`src/rtl/core/rgb_box_blur_3x3_core_macros.svh`:
```
// assertion helpers used by the core rtl file
`ifndef RGB_BOX_BLUR_3X3_CORE_MACROS_SVH
`define RGB_BOX_BLUR_3X3_CORE_MACROS_SVH

`ifndef NO_ASSERTIONS

// same-cycle implication
`define RBB3_ASSERT_IMP(label, clk, rst, ante, cons) \
   label: assert property (@(posedge clk) disable iff (rst) (ante) |-> (cons)) \
      else $error("rbb3 assertion failed");

// next-cycle implication
`define RBB3_ASSERT_NEXT(label, clk, rst, ante, cons) \
   label: assert property (@(posedge clk) disable iff (rst) (ante) |=> (cons)) \
      else $error("rbb3 assertion failed");

`else

`define RBB3_ASSERT_IMP(label, clk, rst, ante, cons)
`define RBB3_ASSERT_NEXT(label, clk, rst, ante, cons)

`endif

`endif

```
`src/rtl/core/rbb3_pkg.sv`:
```
package rbb3_pkg;

   localparam int MAX_WIDTH    = 1024;
   localparam int MAX_HEIGHT   = 4096;
   localparam int COL_W        = $clog2(MAX_WIDTH);
   localparam int ROW_W        = $clog2(MAX_HEIGHT);

   localparam int WIDTH_REG_W  = 11;
   localparam int HEIGHT_REG_W = 13;
   localparam int WIDTH_RESET  = 640;
   localparam int HEIGHT_RESET = 480;
   localparam int CSR_DATA_W   = 32;
   localparam int CSR_ADDR_W   = 3;

   localparam int CH_W         = 8;
   localparam int PIX_W        = 3 * CH_W;
   localparam int SUM_W        = 12;
   localparam int RECIP_W      = 17;
   localparam int DIV_SHIFT    = 16;
   localparam int PROD_W       = SUM_W + RECIP_W;

   localparam logic REG_FRAME_WIDTH  = 1'b0;
   localparam logic REG_FRAME_HEIGHT = 1'b1;

   localparam logic CMD_PIXEL = 1'b0;
   localparam logic CMD_DRAIN = 1'b1;

   typedef logic [PIX_W-1:0] pix_type;
   // rows of one column: [0] row above, [1] center row, [2] row below
   typedef pix_type [2:0] col_type;
   // columns of the window: [0] right, [1] center, [2] left
   typedef col_type [2:0] win_type;

   typedef struct packed {
      logic       emit;
      logic       last;
      logic [2:0] col_en;
      logic [2:0] row_en;
   } emit_ctrl_type;

   // ceil(2^16 / cnt), exact for every sum of up to nine 8-bit values
   function automatic logic [RECIP_W-1:0] recip_of(input logic [3:0] cnt);
      logic [RECIP_W-1:0] r;
      case (cnt)
         4'd1:    r = RECIP_W'(65536);
         4'd2:    r = RECIP_W'(32768);
         4'd3:    r = RECIP_W'(21846);
         4'd4:    r = RECIP_W'(16384);
         4'd6:    r = RECIP_W'(10923);
         4'd9:    r = RECIP_W'(7282);
         default: r = '0;
      endcase
      return r;
   endfunction

endpackage

```
`src/rtl/core/rbb3_avg.sv`:
```
module rbb3_avg (
   input  logic                   clock,
   input  logic                   reset,
   input  logic                   advance,
   input  rbb3_pkg::emit_ctrl_type ctrl,
   input  rbb3_pkg::win_type      window,
   output logic                   res_valid,
   output logic                   res_last,
   output rbb3_pkg::pix_type      res_pix
);

   logic [2:0][rbb3_pkg::SUM_W-1:0]   sum_in;
   logic [2:0][rbb3_pkg::SUM_W-1:0]   sum_ff;
   logic [rbb3_pkg::RECIP_W-1:0]      recip_in;
   logic [rbb3_pkg::RECIP_W-1:0]      recip_ff;
   logic                              valid_ff;
   logic                              last_ff;
   logic [2:0][rbb3_pkg::PROD_W-1:0]  prod;

   always_comb begin
      logic [1:0] n_h;
      logic [1:0] n_v;
      logic [3:0] cnt;
      sum_in = '0;
      for (int c = 0; c < 3; c++) begin
         for (int r = 0; r < 3; r++) begin
            for (int ch = 0; ch < 3; ch++) begin
               if (ctrl.col_en[c] && ctrl.row_en[r]) begin
                  sum_in[ch] = sum_in[ch]
                     + rbb3_pkg::SUM_W'(window[c][r][rbb3_pkg::CH_W*ch +: rbb3_pkg::CH_W]);
               end
            end
         end
      end
      n_h      = 2'($countones(ctrl.col_en));
      n_v      = 2'($countones(ctrl.row_en));
      cnt      = {2'b00, n_h} * {2'b00, n_v};
      recip_in = rbb3_pkg::recip_of(cnt);
   end

   always_ff @(posedge clock) begin
      if (reset) begin
         valid_ff <= 1'b0;
      end else if (advance) begin
         valid_ff <= ctrl.emit;
      end
      if (advance) begin
         sum_ff   <= sum_in;
         recip_ff <= recip_in;
         last_ff  <= ctrl.last;
      end
   end

   // divide by the neighbor count as a multiply by its reciprocal
   always_comb begin
      for (int ch = 0; ch < 3; ch++) begin
         prod[ch] = rbb3_pkg::PROD_W'(sum_ff[ch]) * rbb3_pkg::PROD_W'(recip_ff);
         res_pix[rbb3_pkg::CH_W*ch +: rbb3_pkg::CH_W] =
            prod[ch][rbb3_pkg::DIV_SHIFT +: rbb3_pkg::CH_W];
      end
   end

   assign res_valid = valid_ff;
   assign res_last  = last_ff;

endmodule

```
`config.mk`:
```
export PLATFORM = sky130hd
export DESIGN_NAME = rbb3_avg
export DESIGN_NICKNAME = d
export VERILOG_FILES = /design/src/rtl/core/rgb_box_blur_3x3_core_macros.svh /design/src/rtl/core/rbb3_pkg.sv /design/src/rtl/core/rbb3_avg.sv
export SDC_FILE = /design/constraint.sdc
export NUM_CORES = 2
export LEC_CHECK = 0
export ABC_AREA = 1
export BUFFER_PORTS_ARGS = -buffer_cell sky130_fd_sc_hd__buf_4
export CAP_MARGIN = 15
export CORE_UTILIZATION = 58
export CTS_CLUSTER_SIZE = 8
export DETAILED_ROUTE_END_ITERATION = 10
export PLACE_DENSITY = 0.78
export SLEW_MARGIN = 20
export SYNTH_ARGS = -nofsm -noshare
export SYNTH_HDL_FRONTEND = slang
export SYNTH_SLANG_ARGS = --single-unit
```
`constraint.sdc`:
```
create_clock -name clock -period 9.86 [get_ports clock]
set_input_delay 1.972 -clock clock [delete_from_list [all_inputs] [get_ports clock]]
set_output_delay 1.972 -clock clock [all_outputs]
set_load 0.005 [all_outputs]
```
==> flow_summary.toml <==
[worst_hold_path]
worstHoldPathType = "flop to flop"
hold_path_startpoint = "res_valid"

[synth]
syn_inst = 3893
synth-warning-count = 0
synth_cell_type_count = 59
synth_compound_gate_area_share_pct = 9.83
ys_top_cells_by_area = "sky130_fd_sc_hd__fa_1 (29%), sky130_fd_sc_hd__ha_1 (15%), sky130_fd_sc_hd__nand2_1 (13%)"
yosys-mux-area-fraction_pct = 0.0724
postSynthAreaPerCell_um2 = 7.10
post-synth-top-area-cell = "sky130_fd_sc_hd__fa_1"
postSynthRegisterBits = 46
synth_top_cell_area_share_pct = 29.0
ys_async_sr_fraction_pct = 0
synth_enable_flop_cells = 45
synth_top_family_by_area = "adder cells"
synth-adder-area-share_pct = 43.7
xor_xnor_portion_of_the_synthesized_cell_area_pct = 4.12
synthSimpleGateAreaFrac_pct = 22.6
synth_top_flop_cell = "sky130_fd_sc_hd__edfxtp_1"
syn-cell-area_um2 = 27600
synthesis.nets = 4845
yosysSeqAreaShare_pct = 4.96

[timing]
slew-limit-headroom_pct = 24.7
setup-tns-final_ps = -490
worst-slew-pin-transition_ps = 1130
finClkSkew_ps = 0
setup_viol = 2
timing.final.hold_violations = 0
max_freq_mhz = 98.8
period_needed_ps = 10120
setup_repair_after_global_routing_missed_its_margin = "yes"
finalWorstSetupSlack_ps = -260
fin_crit_sh_pct = 103
slew_viol_final = 0

[critical_path]
slowest_delay_ps = 380
r2r_cells = 2
crit_required_ps = 9920
critical-path-slowest-cell = "sky130_fd_sc_hd__ha_1"
reg_to_reg_end = "res_valid"
setup.worst_path.end = "sum_ff[33]"
critPathLaunch = "ctrl[0]"
critical_path.startpoint_type = "input pin"
critPathCaptureType = "flop"
r2r_slack_ps = 9270
criticalPathCategory = "input pin to flop"
crit-reg2reg-launch = "res_valid"
worstPathMaxFanout = 5
worst_ep_arrival_time_ps = 10180

[place]
port_buffers = 252
weighted_congestion_reported_at_the_end_of_routability_driven_placement = 0.998
post-place-cells = 5119
place_hpwl_um = 68900

[clocking]
cts-root-to-sink-buffers = 2
clkTransAtPathRegs_ps = 70
numClockSinks = 46
htreeDepth = 2
cts_made_buffers = 5
cts_root_buffer = "sky130_fd_sc_hd__clkbuf_16"
cts_tree = "built"
clock_latency_ps = 290
post_cts_hold_buffer_count = 0

[global_routing]
grt_first_pass_wirelength_um = 129000
grt.met1_usage_pct = 41.1
global_route.usage.total_pct = 33.6
top_usage_layer = "met2"
use_met2_pct = 60.2
antenna_found_initial = 7
grt_util_met3_pct = 5.47
first_global_vias = 27400
globalRouteOverflowTotal = 0
largest_net_degree_at_the_start_of_global_routing = 47

[floorplan]
dieHeight_um = 220
core_region_area_um2 = 46800
starting_density_pct = 59.1
fp.dieArea_um2 = 48500
floorplan.rows = 79
floorplan.io_pins = 253
chipWidth_um = 220

[job]
max_cap_viol_count = 0

[drt]
drt.antenna.violating_nets = 0
vias_per_cell = 5.26
route.final.wire_length_um = 83100
vias = 27400
drt-pass1-iter-count = 9
drc = 2
routedWlPerCell_um = 16.0
detail_route.iter0.violations = 1813

[status]
violations = "design-rule violations, negative setup slack"
outcome = "finished, violations left"

[finish]
number_of_nets_in_the_final_layout = 5551
n_fill_cell = 3493
syn2layout_area_growth_pct = 29.2
final_cells = 5210
multi_input_comb_area_um2 = 23800
drive_above_1_share_pct = 26.2
ff_latch_area_um2 = 1370
## how the worst min path moves through the flow
stage                      to  slack (ps)  depth (start not counted)
CTS                 res_valid         510                          2
detailed placement  res_valid         490                          2
global route        res_valid         530                          2
finish              res_valid         500                          2
floorplan           res_valid         480                          2
global placement    res_valid         480                          2
## layout make-up
cell class                 instances  share of cell area (%)
clock inverter                     3                   0.137
antenna                            3                  0.0210
clock buffer                       5                   0.350
tap                              607                    2.13
inverter                         969                    10.2
sequential                        46                    3.84
timing repair inverter             1                  0.0245
multi-input combinational       2787                    66.5
timing repair buffer             789                    16.7
## sequential cells by signal, summed over array words and instances, names as in the netlist
register and cells:
sum_ff 36, recip_ff 8, res_last 1, res_valid 1
## cell usage in the layout (no fill, tap or decap), types with 23 or more instances in the layout
cell type                  instances
sky130_fd_sc_hd__xnor2_1          43
sky130_fd_sc_hd__nand2_2          51
sky130_fd_sc_hd__fa_1            392
sky130_fd_sc_hd__a21oi_1         164
sky130_fd_sc_hd__buf_4           782
sky130_fd_sc_hd__ha_1            261
sky130_fd_sc_hd__o21ai_2          55
sky130_fd_sc_hd__xor2_1           82
sky130_fd_sc_hd__a21oi_2          49
sky130_fd_sc_hd__or2_2            28
sky130_fd_sc_hd__a31oi_1          23
sky130_fd_sc_hd__nand3_1         178
sky130_fd_sc_hd__ha_4             62
sky130_fd_sc_hd__edfxtp_1         45
sky130_fd_sc_hd__inv_1           922
sky130_fd_sc_hd__o21ai_0          64
sky130_fd_sc_hd__o21ai_1          28
sky130_fd_sc_hd__inv_2            40
sky130_fd_sc_hd__nand2_1         930
sky130_fd_sc_hd__nor2_1          136
sky130_fd_sc_hd__nand3_2          24
sky130_fd_sc_hd__nand4_1          24
## synth_stat cells (24+ instances only)
library cell and number:
sky130_fd_sc_hd__nor2_1 146, sky130_fd_sc_hd__clkbuf_1 55, sky130_fd_sc_hd__a21oi_1 212, sky130_fd_sc_hd__or2_2 33, sky130_fd_sc_hd__ha_1 324, sky130_fd_sc_hd__xnor2_1 46, sky130_fd_sc_hd__xor2_1 84, sky130_fd_sc_hd__fa_1 401
sky130_fd_sc_hd__edfxtp_1 45, sky130_fd_sc_hd__nand4_1 24, sky130_fd_sc_hd__o21ai_0 99, sky130_fd_sc_hd__inv_1 948, sky130_fd_sc_hd__nand2_1 959, sky130_fd_sc_hd__o21ai_1 26, sky130_fd_sc_hd__nand3_1 187, sky130_fd_sc_hd__a31oi_1 30
## per-layer routing
metal,vias up,part of all wire [%]
li1,13300,-
met1,12900,39
met2,916,50
met3,226,7.0
met4,8,3.9
met5,-,0.058
## kinds of logic after synthesis
group	count (synthesis)
buffers and inverters	1060
adder cells (fa/ha/maj)	725
AND/OR/NAND/NOR	1461
AO/OA/AOI/OAI	469
XOR/XNOR	130
flip-flops	46
multiplexers	2
## through the flow
step | hold WS [ps] | util (%) | setup slack [ps] | instance area, um2
after floorplan | 485 | - | 6.65 | 27700
after global placement | 476 | 71.3 | -635 | 33300
after detailed placement | 492 | 71.3 | -857 | 33300
after CTS | 508 | 73.5 | -35.2 | 34400
after global routing | 528 | 76.4 | -677 | 35700
final | 502 | 76.4 | -260 | 35700
## worst max-delay path, delay by kind of cell
family / cells / cell delay [ps]
xor gates and xnor gates: 4 / 710
buffers and inverters: 13 / 1110
AOI/OAI and AO/OA: 12 / 1570
and+or+nand+nor: 21 / 2230
adders and majority gates: 9 / 2560
## repair_timing
item | 4_1_cts | 5_1_grt
gates resized for setup | 113 | 226
pin swaps | 67 | 142
endpoints found under the setup margin | 15 | 22
cloned | 0 | 1
buffers inserted | 42 | 37
Power is left out: the tool's default activity adds up to more than one toggle a clock period on the data nets, which glitch-free logic cannot reach.
